## src/rtl/core/hrkd_pkg.sv

```systemverilog
package hrkd_pkg;

  // Report and field geometry.
  localparam int BYTE_FIELDS = 8;
  localparam int KEY_W       = 8;
  localparam int IDX_W       = 3;
  localparam int LEN_W       = 4;
  localparam int IN_TDATA_W  = 72;
  localparam int OUT_TDATA_W = 16;
  localparam int CFG_IDX_W   = 3;
  localparam int CFG_DATA_W  = 8;

  // Configuration register indexes.
  typedef enum logic [CFG_IDX_W-1:0] {
    REG_DECODER_KIND    = 3'd0,
    REG_PREFERRED_INDEX = 3'd1,
    REG_ACTION_A_CODE   = 3'd2,
    REG_ACTION_B_CODE   = 3'd3,
    REG_FORWARD_CODE    = 3'd4,
    REG_BACK_CODE       = 3'd5
  } cfg_reg_t;

  // Decoder kinds. The unused code falls back to generic extraction.
  localparam logic [1:0] KIND_GENERIC = 2'd0;
  localparam logic [1:0] KIND_GAMEPAD = 2'd1;
  localparam logic [1:0] KIND_ROLLING = 2'd2;

  // Keycode constants.
  localparam logic [KEY_W-1:0] KEY_NONE    = 8'h00;
  localparam logic [KEY_W-1:0] KEY_FILL    = 8'hFF;
  localparam logic [KEY_W-1:0] ROLL_MIN    = 8'h04;
  localparam logic [KEY_W-1:0] ARROW_RIGHT = 8'h4F;
  localparam logic [KEY_W-1:0] ARROW_LEFT  = 8'h50;

  // Gamepad report constants.
  localparam logic [15:0]      FREEZE_COUNTER = 16'h07D0;
  localparam logic [KEY_W-1:0] CENTRE_X       = 8'h98;
  localparam logic [KEY_W-1:0] CENTRE_FIRE    = 8'd6;
  localparam logic [KEY_W-1:0] CENTRE_MAX     = 8'hFF;
  localparam logic [3:0]       STABLE_NIBBLE  = 4'h1;
  localparam logic [LEN_W-1:0] GP_MIN_LEN     = 4'd5;
  localparam logic [KEY_W-1:0] PAD_DIR_A      = 8'h07;
  localparam logic [KEY_W-1:0] PAD_CENTRE     = 8'h08;
  localparam logic [KEY_W-1:0] PAD_DIR_B      = 8'h09;

  localparam logic [KEY_W-1:0] NAV_CODES [12] = '{
    8'hE9, 8'hEA, 8'h4B, 8'h4E, 8'h52, 8'h51,
    8'h50, 8'h4F, 8'h2C, 8'h28, 8'h80, 8'h81
  };

  typedef logic [BYTE_FIELDS-1:0][KEY_W-1:0] report_t;

  typedef struct packed {
    logic [1:0]       decoder_kind;
    logic [KEY_W-1:0] preferred_index;
    logic [KEY_W-1:0] action_a_code;
    logic [KEY_W-1:0] action_b_code;
    logic [KEY_W-1:0] forward_code;
    logic [KEY_W-1:0] back_code;
  } cfg_t;

  typedef struct packed {
    logic             pressed;
    logic [IDX_W-1:0] source_index;
    logic [KEY_W-1:0] keycode;
  } frame_t;

  typedef struct packed {
    logic [15:0]      last_counter;
    logic [KEY_W-1:0] latched_direction;
    logic [KEY_W-1:0] center_frames;
  } gp_state_t;

  function automatic logic is_key(input logic [KEY_W-1:0] c);
    return (c != KEY_NONE) && (c != KEY_FILL);
  endfunction

  function automatic logic is_nav(input logic [KEY_W-1:0] c);
    logic hit;
    hit = 1'b0;
    for (int k = 0; k < 12; k++) begin
      if (NAV_CODES[k] == c) hit = 1'b1;
    end
    return hit;
  endfunction

  function automatic logic in_forward(input logic [KEY_W-1:0] c);
    return (c == 8'h1C) || (c == 8'hC4) || (c == 8'h6C) || (c == 8'hBC);
  endfunction

  function automatic logic in_back(input logic [KEY_W-1:0] c);
    return (c == 8'hB4) || (c == 8'h0E) || (c == 8'h66) || (c == 8'h16);
  endfunction

  // Lowest set bit: {found, index}.
  function automatic logic [IDX_W:0] first_one(input logic [BYTE_FIELDS-1:0] v);
    logic [IDX_W:0] res;
    res = '0;
    for (int i = BYTE_FIELDS - 1; i >= 0; i--) begin
      if (v[i]) res = {1'b1, IDX_W'(i)};
    end
    return res;
  endfunction

endpackage

```

## src/rtl/core/hid_report_key_decoder_unit.sv

```systemverilog
// Channel   | Signals                                   | Contents (lowest bits first)
// ----------+-------------------------------------------+----------------------------------
// report in | s_axis_tvalid/tready/tdata[71:0]          | byte0..byte7, report_length, pad
// frame out | m_axis_tvalid/tready/tdata[15:0]          | keycode, source_index, pressed, pad
// config    | cfg_we, cfg_index[2:0], cfg_data[7:0]     | register write, no read-back
//
// Each accepted report is held in the input register, decoded by the single combinational
// decode stage and captured in the result register; one report per cycle is sustained
// when the output side does not stall. Reset is synchronous and active high: it empties
// both registers, restores the configuration defaults and clears the gamepad state.
// A stall on the output holds the result; the input register keeps taking one more
// report, and further reports wait until the result transfer completes.
module hid_report_key_decoder_unit #(
  parameter int REPORT_BYTES = 8
) (
  input  logic                                clk,
  input  logic                                rst,
  input  logic                                s_axis_tvalid,
  output logic                                s_axis_tready,
  // byte0 [7:0] .. byte7 [63:56], report_length [67:64], zero pad [71:68]
  input  logic [hrkd_pkg::IN_TDATA_W-1:0]     s_axis_tdata,
  output logic                                m_axis_tvalid,
  input  logic                                m_axis_tready,
  // keycode [7:0], source_index [10:8], pressed [11], zero pad [15:12]
  output logic [hrkd_pkg::OUT_TDATA_W-1:0]    m_axis_tdata,
  input  logic                                cfg_we,
  input  logic [hrkd_pkg::CFG_IDX_W-1:0]      cfg_index,
  input  logic [hrkd_pkg::CFG_DATA_W-1:0]     cfg_data
);

  // Bytes beyond this window are ignored even when the length claims them.
  localparam int WINDOW = (REPORT_BYTES < hrkd_pkg::BYTE_FIELDS) ? REPORT_BYTES
                                                                 : hrkd_pkg::BYTE_FIELDS;
  localparam logic [hrkd_pkg::LEN_W-1:0] WINDOW_LEN = hrkd_pkg::LEN_W'(WINDOW);

  logic                          in_valid;
  hrkd_pkg::report_t             in_report;
  logic [hrkd_pkg::LEN_W-1:0]    in_len;
  logic                          out_valid;
  hrkd_pkg::frame_t              out_frame;
  hrkd_pkg::cfg_t                cfg;
  hrkd_pkg::gp_state_t           gp_state;

  logic                          advance;
  logic                          take_in;
  logic [hrkd_pkg::LEN_W-1:0]    len_clamped;
  hrkd_pkg::frame_t              generic_frame;
  hrkd_pkg::frame_t              rolling_frame;
  hrkd_pkg::frame_t              gamepad_frame;
  hrkd_pkg::gp_state_t           gp_state_next;
  hrkd_pkg::frame_t              frame_next;

  // The decode stage moves on whenever the result register is empty or being emptied.
  assign advance       = in_valid && (!out_valid || m_axis_tready);
  assign s_axis_tready = !rst && (!in_valid || advance);
  assign take_in       = s_axis_tvalid && s_axis_tready;

  always_ff @(posedge clk) begin
    if (rst) begin
      in_valid <= 1'b0;
    end else if (take_in) begin
      in_valid <= 1'b1;
    end else if (advance) begin
      in_valid <= 1'b0;
    end
  end

  always_ff @(posedge clk) begin
    if (take_in) begin
      in_report <= s_axis_tdata[hrkd_pkg::BYTE_FIELDS*hrkd_pkg::KEY_W-1:0];
      in_len    <= s_axis_tdata[hrkd_pkg::BYTE_FIELDS*hrkd_pkg::KEY_W +: hrkd_pkg::LEN_W];
    end
  end

  assign len_clamped = (in_len > WINDOW_LEN) ? WINDOW_LEN : in_len;

  hrkd_scan u_scan (
    .report        (in_report),
    .len           (len_clamped),
    .cfg           (cfg),
    .generic_frame (generic_frame),
    .rolling_frame (rolling_frame)
  );

  hrkd_gamepad u_gamepad (
    .report     (in_report),
    .len        (len_clamped),
    .cfg        (cfg),
    .state      (gp_state),
    .frame      (gamepad_frame),
    .state_next (gp_state_next)
  );

  always_comb begin
    case (cfg.decoder_kind)
      hrkd_pkg::KIND_GAMEPAD: frame_next = gamepad_frame;
      hrkd_pkg::KIND_ROLLING: frame_next = rolling_frame;
      default:                frame_next = generic_frame;
    endcase
  end

  // Gamepad tracking state only moves when a report is decoded in gamepad mode.
  always_ff @(posedge clk) begin
    if (rst) begin
      gp_state <= '0;
    end else if (advance && cfg.decoder_kind == hrkd_pkg::KIND_GAMEPAD) begin
      gp_state <= gp_state_next;
    end
  end

  always_ff @(posedge clk) begin
    if (rst) begin
      out_valid <= 1'b0;
    end else if (advance) begin
      out_valid <= 1'b1;
    end else if (m_axis_tready) begin
      out_valid <= 1'b0;
    end
  end

  always_ff @(posedge clk) begin
    if (advance) begin
      out_frame <= frame_next;
    end
  end

  assign m_axis_tvalid = out_valid;
  assign m_axis_tdata  = {{(hrkd_pkg::OUT_TDATA_W - $bits(hrkd_pkg::frame_t)){1'b0}}, out_frame};

  // Configuration registers. Writes to indexes past the list are dropped.
  always_ff @(posedge clk) begin
    if (rst) begin
      cfg.decoder_kind    <= hrkd_pkg::KIND_GENERIC;
      cfg.preferred_index <= 8'd255;
      cfg.action_a_code   <= 8'd240;
      cfg.action_b_code   <= 8'd241;
      cfg.forward_code    <= 8'd242;
      cfg.back_code       <= 8'd243;
    end else if (cfg_we) begin
      unique case (hrkd_pkg::cfg_reg_t'(cfg_index))
        hrkd_pkg::REG_DECODER_KIND:    cfg.decoder_kind    <= cfg_data[1:0];
        hrkd_pkg::REG_PREFERRED_INDEX: cfg.preferred_index <= cfg_data;
        hrkd_pkg::REG_ACTION_A_CODE:   cfg.action_a_code   <= cfg_data;
        hrkd_pkg::REG_ACTION_B_CODE:   cfg.action_b_code   <= cfg_data;
        hrkd_pkg::REG_FORWARD_CODE:    cfg.forward_code    <= cfg_data;
        hrkd_pkg::REG_BACK_CODE:       cfg.back_code       <= cfg_data;
        default: ;
      endcase
    end
  end

endmodule

```

## src/rtl/core/hrkd_scan.sv

```systemverilog
// Stateless byte scans for generic extraction and rolling code folding.
module hrkd_scan (
  input  hrkd_pkg::report_t               report,
  input  logic [hrkd_pkg::LEN_W-1:0]      len,
  input  hrkd_pkg::cfg_t                  cfg,
  output hrkd_pkg::frame_t                generic_frame,
  output hrkd_pkg::frame_t                rolling_frame
);

  logic [hrkd_pkg::BYTE_FIELDS-1:0] in_win;
  logic [hrkd_pkg::BYTE_FIELDS-1:0] nav_hit;
  logic [hrkd_pkg::BYTE_FIELDS-1:0] slot_hit;
  logic [hrkd_pkg::BYTE_FIELDS-1:0] any_hit;
  logic [hrkd_pkg::BYTE_FIELDS-1:0] roll_hit;
  logic [hrkd_pkg::IDX_W:0]         nav_pick;
  logic [hrkd_pkg::IDX_W:0]         slot_pick;
  logic [hrkd_pkg::IDX_W:0]         any_pick;
  logic [hrkd_pkg::IDX_W:0]         roll_pick;
  logic [hrkd_pkg::IDX_W-1:0]       hint_idx;
  logic                             hint_hit;
  logic [hrkd_pkg::KEY_W-1:0]       roll_byte;

  always_comb begin
    for (int i = 0; i < hrkd_pkg::BYTE_FIELDS; i++) begin
      in_win[i]   = hrkd_pkg::LEN_W'(i) < len;
      nav_hit[i]  = in_win[i] && hrkd_pkg::is_nav(report[i]);
      slot_hit[i] = in_win[i] && (i >= 2) && hrkd_pkg::is_key(report[i]);
      any_hit[i]  = in_win[i] && hrkd_pkg::is_key(report[i]);
      roll_hit[i] = any_hit[i] && (hrkd_pkg::in_forward(report[i]) ||
                    hrkd_pkg::in_back(report[i]) || (report[i] >= hrkd_pkg::ROLL_MIN));
    end
  end

  assign nav_pick  = hrkd_pkg::first_one(nav_hit);
  assign slot_pick = hrkd_pkg::first_one(slot_hit);
  assign any_pick  = hrkd_pkg::first_one(any_hit);
  assign roll_pick = hrkd_pkg::first_one(roll_hit);

  // A hint below the clamped length always lands inside the eight bytes.
  assign hint_idx = cfg.preferred_index[hrkd_pkg::IDX_W-1:0];
  assign hint_hit = (cfg.preferred_index < {4'd0, len}) && hrkd_pkg::is_key(report[hint_idx]);

  always_comb begin
    generic_frame = '0;
    if (hint_hit) begin
      generic_frame = '{pressed: 1'b1, source_index: hint_idx, keycode: report[hint_idx]};
    end else if (nav_pick[hrkd_pkg::IDX_W]) begin
      generic_frame = '{pressed: 1'b1, source_index: nav_pick[hrkd_pkg::IDX_W-1:0],
                        keycode: report[nav_pick[hrkd_pkg::IDX_W-1:0]]};
    end else if (slot_pick[hrkd_pkg::IDX_W]) begin
      generic_frame = '{pressed: 1'b1, source_index: slot_pick[hrkd_pkg::IDX_W-1:0],
                        keycode: report[slot_pick[hrkd_pkg::IDX_W-1:0]]};
    end else if (any_pick[hrkd_pkg::IDX_W]) begin
      generic_frame = '{pressed: 1'b1, source_index: any_pick[hrkd_pkg::IDX_W-1:0],
                        keycode: report[any_pick[hrkd_pkg::IDX_W-1:0]]};
    end
  end

  assign roll_byte = report[roll_pick[hrkd_pkg::IDX_W-1:0]];

  always_comb begin
    rolling_frame = '0;
    if (roll_pick[hrkd_pkg::IDX_W]) begin
      rolling_frame.pressed      = 1'b1;
      rolling_frame.source_index = roll_pick[hrkd_pkg::IDX_W-1:0];
      if (hrkd_pkg::in_forward(roll_byte)) begin
        rolling_frame.keycode = cfg.forward_code;
      end else if (hrkd_pkg::in_back(roll_byte)) begin
        rolling_frame.keycode = cfg.back_code;
      end else begin
        rolling_frame.keycode = roll_byte;
      end
    end
  end

endmodule

```

## src/rtl/core/hrkd_gamepad.sv

```systemverilog
// Gamepad counter decode and the next value of the tracking state.
module hrkd_gamepad (
  input  hrkd_pkg::report_t          report,
  input  logic [hrkd_pkg::LEN_W-1:0] len,
  input  hrkd_pkg::cfg_t             cfg,
  input  hrkd_pkg::gp_state_t        state,
  output hrkd_pkg::frame_t           frame,
  output hrkd_pkg::gp_state_t        state_next
);

  localparam logic [hrkd_pkg::IDX_W-1:0] SRC_STICK  = 3'd3;
  localparam logic [hrkd_pkg::IDX_W-1:0] SRC_BUTTON = 3'd4;

  logic                       stable;
  logic                       active;
  logic                       frozen;
  logic [15:0]                counter;
  logic [hrkd_pkg::KEY_W-1:0] lat;
  logic [hrkd_pkg::KEY_W-1:0] b4;
  logic [hrkd_pkg::KEY_W-1:0] x;
  logic [hrkd_pkg::KEY_W-1:0] cf;

  assign stable  = (len >= hrkd_pkg::GP_MIN_LEN) &&
                   (report[0][7:4] == hrkd_pkg::STABLE_NIBBLE);
  assign active  = report[0][0];
  assign counter = {report[2], report[1]};
  assign frozen  = counter == state.last_counter;
  assign b4      = report[4];
  assign x       = report[3];

  always_comb begin
    frame      = '0;
    state_next = state;
    lat        = (!frozen || !active) ? '0 : state.latched_direction;
    cf         = '0;
    if (stable) begin
      if (b4 == hrkd_pkg::PAD_DIR_A || b4 == hrkd_pkg::PAD_DIR_B) begin
        if (counter == hrkd_pkg::FREEZE_COUNTER || (frozen && lat != '0)) begin
          // Inside the freeze window only the latched direction passes.
          if (lat == '0) lat = b4;
          if (b4 == lat) begin
            frame = '{pressed: active, source_index: SRC_BUTTON, keycode: b4};
          end
        end else begin
          frame = '{pressed: active, source_index: SRC_BUTTON,
                    keycode: (b4 == hrkd_pkg::PAD_DIR_A) ? cfg.action_a_code
                                                         : cfg.action_b_code};
        end
      end else if (b4 == hrkd_pkg::PAD_CENTRE) begin
        if (frozen && lat != '0) begin
          cf = '0;
        end else if ({1'b0, x} + 9'd2 < {1'b0, hrkd_pkg::CENTRE_X}) begin
          frame = '{pressed: active, source_index: SRC_STICK, keycode: hrkd_pkg::ARROW_RIGHT};
        end else if (x > hrkd_pkg::CENTRE_X) begin
          frame = '{pressed: active, source_index: SRC_STICK, keycode: hrkd_pkg::ARROW_LEFT};
        end else if (active && !frozen && lat == '0) begin
          // Centred frames count up and saturate; a long hold reads as LEFT.
          cf = (state.center_frames != hrkd_pkg::CENTRE_MAX) ? state.center_frames + 8'd1
                                                             : state.center_frames;
          if (cf >= hrkd_pkg::CENTRE_FIRE) begin
            frame = '{pressed: active, source_index: SRC_STICK,
                      keycode: hrkd_pkg::ARROW_LEFT};
          end
        end
      end
      state_next.last_counter      = counter;
      state_next.latched_direction = lat;
      state_next.center_frames     = cf;
    end
  end

endmodule

```

## config.mk

```make
export PLATFORM = sky130hd
export DESIGN_NAME = hid_report_key_decoder_unit
export DESIGN_NICKNAME = d
export VERILOG_FILES = /design/src/rtl/core/hrkd_pkg.sv /design/src/rtl/core/hid_report_key_decoder_unit.sv /design/src/rtl/core/hrkd_scan.sv /design/src/rtl/core/hrkd_gamepad.sv
export SDC_FILE = /design/constraint.sdc
export NUM_CORES = 1
export LEC_CHECK = 0
export BUFFER_PORTS_ARGS = -buffer_cell sky130_fd_sc_hd__buf_2
export CAP_MARGIN = 20
export CORE_MARGIN = 2
export CORE_UTILIZATION = 50
export CTS_CLUSTER_DIAMETER = 80
export DETAILED_ROUTE_END_ITERATION = 10
export PLACE_DENSITY = 0.8
export SYNTH_ARGS = -nofsm -noshare
export SYNTH_HDL_FRONTEND = slang
export SYNTH_SLANG_ARGS = --single-unit
```

## constraint.sdc

```tcl
create_clock -name clk -period 5.3 [get_ports clk]
set_input_delay 0.265 -clock clk [delete_from_list [all_inputs] [get_ports clk]]
set_output_delay 0.265 -clock clk [all_outputs]
set_load 0.02 [all_outputs]
```

==> impl_metrics.toml <==
[sta]
rsz0062_at_grt = "no"
relSlewSlack = 0.326
drv_slew = 0
worstMarginPinSlew_ns = 1.01
hold_viol = 0
post-route-period-util = 0.924
fin_crit_ns = 4.90
skew_ns = 0.00851
clock.fmax_ghz = 0.204
fin_tns_setup_ns = 0
setup_violations = 0

[clock_network]
cts_max_level = 4
cts_setup_buffers = 0
cts_tree = "yes"
clkSinkCount = 156
clkLatencyLatePin_ns = 0.44
cts_buffer_depth = 2
clkTransAtPathRegs_ns = 0.07
post_cts_resize_count = 0
hold_buffers = 60
cts_made_buffers = 17
cts_root_buf = "clkbuf_16"

[setup_path]
rrSetupSlack_ns = 0.40
worstSetupPathType = "flop to flop"
arrival_ns = 5.07
required_ns = 5.47
cp-start-kind = "flop"
cp_max_fo = 11
crit_path_end_kind = "flop"

[floorplan]
io_pins = 106
die_h_um = 153
initial_core_util = 0.509
die_w_um = 153
coreArea_um2 = 21800
rows = 54
die_area_um2 = 23300

[synthesis]
syn_inst = 1246
synth_ff_type = "edfxtp_1"
async_flop_share = 0
yosys_warnings = 0
ys_seq_area_frac = 0.355
synth.distinct_cells = 98
synth_area_leaders = "edfxtp_1 (22%), dfxtp_1 (14%), mux2i_1 (6.0%), nand2_1 (5.3%), mux4_2 (4.3%)"
synth_top_cell_by_area = "edfxtp_1"
synth-edff-count = 80
syn_avg_cell_area_um2 = 8.88
synth_top_area_share = 0.217
ys_seq_elements = 156
netlist_area_um2 = 11100

[detailed_routing]
viasPerCell = 6.68
wl_per_cell_um = 23.5
first_iter_violations = 1658
vias = 11349
drc = 0
first_pass_iters = 6
routed_wl_um = 39900
antenna_left = 0

[finish]
syn2layout_area_growth_pct = 20.0
instances_no_fill = 1698
seq_area_um2 = 3920
fin_nets = 1499
diodes = 0
drive_gt1_frac = 0.207
multiInputGateArea_um2 = 6640
nFillCells = 1863

[flow_run]
maxCapViolations = 0

[place]
numPortBuffers = 97
gp_congestion = 1.11
dp_cells = 1605
hpwl_um = 28500

[grt]
grt_pass1_vias = 10675
grt_max_degree = 76
grt_pass1_wl_um = 61100
grt_overflow = 0
track_usage = 0.336
antenna_found_initial = 0

[min_path]
hp-class = "primary input to flop"

[pwr]
power_density_nw_per_um2 = 233
leakage_nw = 5.02
ir_drop_uv = 160

[run_status]
status = "complete, no violations"
[sequential cells by signal (all words and copies together) (netlist names)]
signal         flops
m_axis_tdata      12
in_report         64
gp_state          32
m_axis_tvalid      1
in_valid           1
cfg               42
in_len             4
[metrics by stage]
step / hold slack [ns] / cell area, µm² / power [mW] / util / worst slack, ns
2_1_floorplan: 0.364 / 11100 / 1.67 / - / 1.20
5_1_grt: 0.00205 / 13300 / 3.18 / 0.610 / 0.334
6_report: 0.00492 / 13300 / 3.09 / 0.610 / 0.404
3_3_place_gp: 0.441 / 12100 / 1.86 / 0.557 / 0.689
4_1_cts: 0.00281 / 13300 / 3.07 / 0.610 / 0.572
3_5_place_dp: 0.443 / 12100 / 1.86 / 0.557 / 0.624
[cells in the mapped netlist, types with 19 or more instances]
cell / n
nand3_1: 28
mux4_2: 21
dfxtp_1: 76
inv_1: 24
nand2_1: 155
nor2b_1: 23
nor3_1: 31
nor2_1: 85
or3_1: 20
nand3b_1: 21
clkbuf_1: 77
edfxtp_1: 80
a31oi_1: 19
a21oi_1: 85
mux2i_1: 66
nand4_1: 20
a211oi_1: 23
o21ai_0: 36
[layout by cell type, fill, tap and decap left out, types with 8 or more instances in the layout]
| cell type | n |
|---|---|
| or2_2 | 12 |
| nor3_1 | 30 |
| a31oi_1 | 18 |
| or4_1 | 12 |
| xnor2_1 | 18 |
| a21oi_1 | 85 |
| o211ai_1 | 16 |
| buf_4 | 83 |
| edfxtp_1 | 80 |
| nor2b_1 | 23 |
| mux4_2 | 21 |
| a211o_1 | 12 |
| o22ai_1 | 15 |
| inv_1 | 24 |
| dlygate4sd3_1 | 61 |
| mux2_2 | 15 |
| nand2b_1 | 10 |
| buf_2 | 97 |
| nor2_1 | 85 |
| nand2_1 | 155 |
| mux2i_1 | 66 |
| a22oi_1 | 8 |
| nor4_1 | 13 |
| or3_1 | 20 |
| a211oi_1 | 23 |
| nand4_1 | 20 |
| and2_1 | 12 |
| dfxtp_1 | 76 |
| nand3_1 | 28 |
| clkbuf_16 | 18 |
| o21ai_0 | 36 |
| a21o_1 | 9 |
| and3_1 | 16 |
| nand3b_1 | 21 |
[worst paths after layout]
kind	startpoint	to	depth (start not counted)
max	in_report[23]	m_axis_tdata[3]	14
min reg2reg	cfg[2]	cfg[2]	2
min	s_axis_tdata[12]	in_report[12]	1
max reg2reg	in_report[23]	m_axis_tdata[3]	14
[per-layer routing]
metal  up-vias  part of all wire  GRT usage
met1      5342              0.40      0.455
li1       5054                 -          -
met2       803              0.43      0.506
met4         0             0.057      0.171
met3       150              0.11     0.0742
met5         -                 0          0
[power by group]
part           switching (mW)  internal [mW]
logic                   0.309          0.225
registers              0.0484           1.32
clock network           0.552          0.638
[layout make-up]
class                           instances  share of cell area
Clock buffer                           19              0.0342
Inverter                               24             0.00679
Sequential cell                       156               0.296
Multi-Input combinational cell        965               0.500
Timing Repair Buffer                  241               0.129
Clock inverter                         13             0.00773
Tap cell                              280              0.0264
[worst max-delay path, stage by stage, from the launching register on]
cell	delay (ns)
edfxtp_1	0.39
or4_1	0.60
or3_1	0.47
o2bb2ai_1	0.27
a31oi_1	0.21
buf_4	0.21
a31oi_2	0.16
buf_4	0.22
o211ai_1	0.30
o21ai_1	0.21
or3_1	0.45
nor4b_4	0.33
nor3_2	0.12
mux2_1	0.34
a221o_1	0.35
[kinds of logic (layout without fill, tap and decap cells)]
group / Yosys count / in the layout / share of synthesized area
xor gates and xnor gates: 21 / 21 / 0.0166
and+or+nand+nor: 491 / 491 / 0.231
muxes: 106 / 106 / 0.122
AOI/OAI and AO/OA: 337 / 337 / 0.220
buffers and inverters: 128 / 297 / 0.0486
adders and majority gates: 6 / 6 / 0.00678
DFF: 156 / 156 / 0.355
other: 1 / 4 / 0.000339
Note: power is estimated with default switching activity, not from simulation.
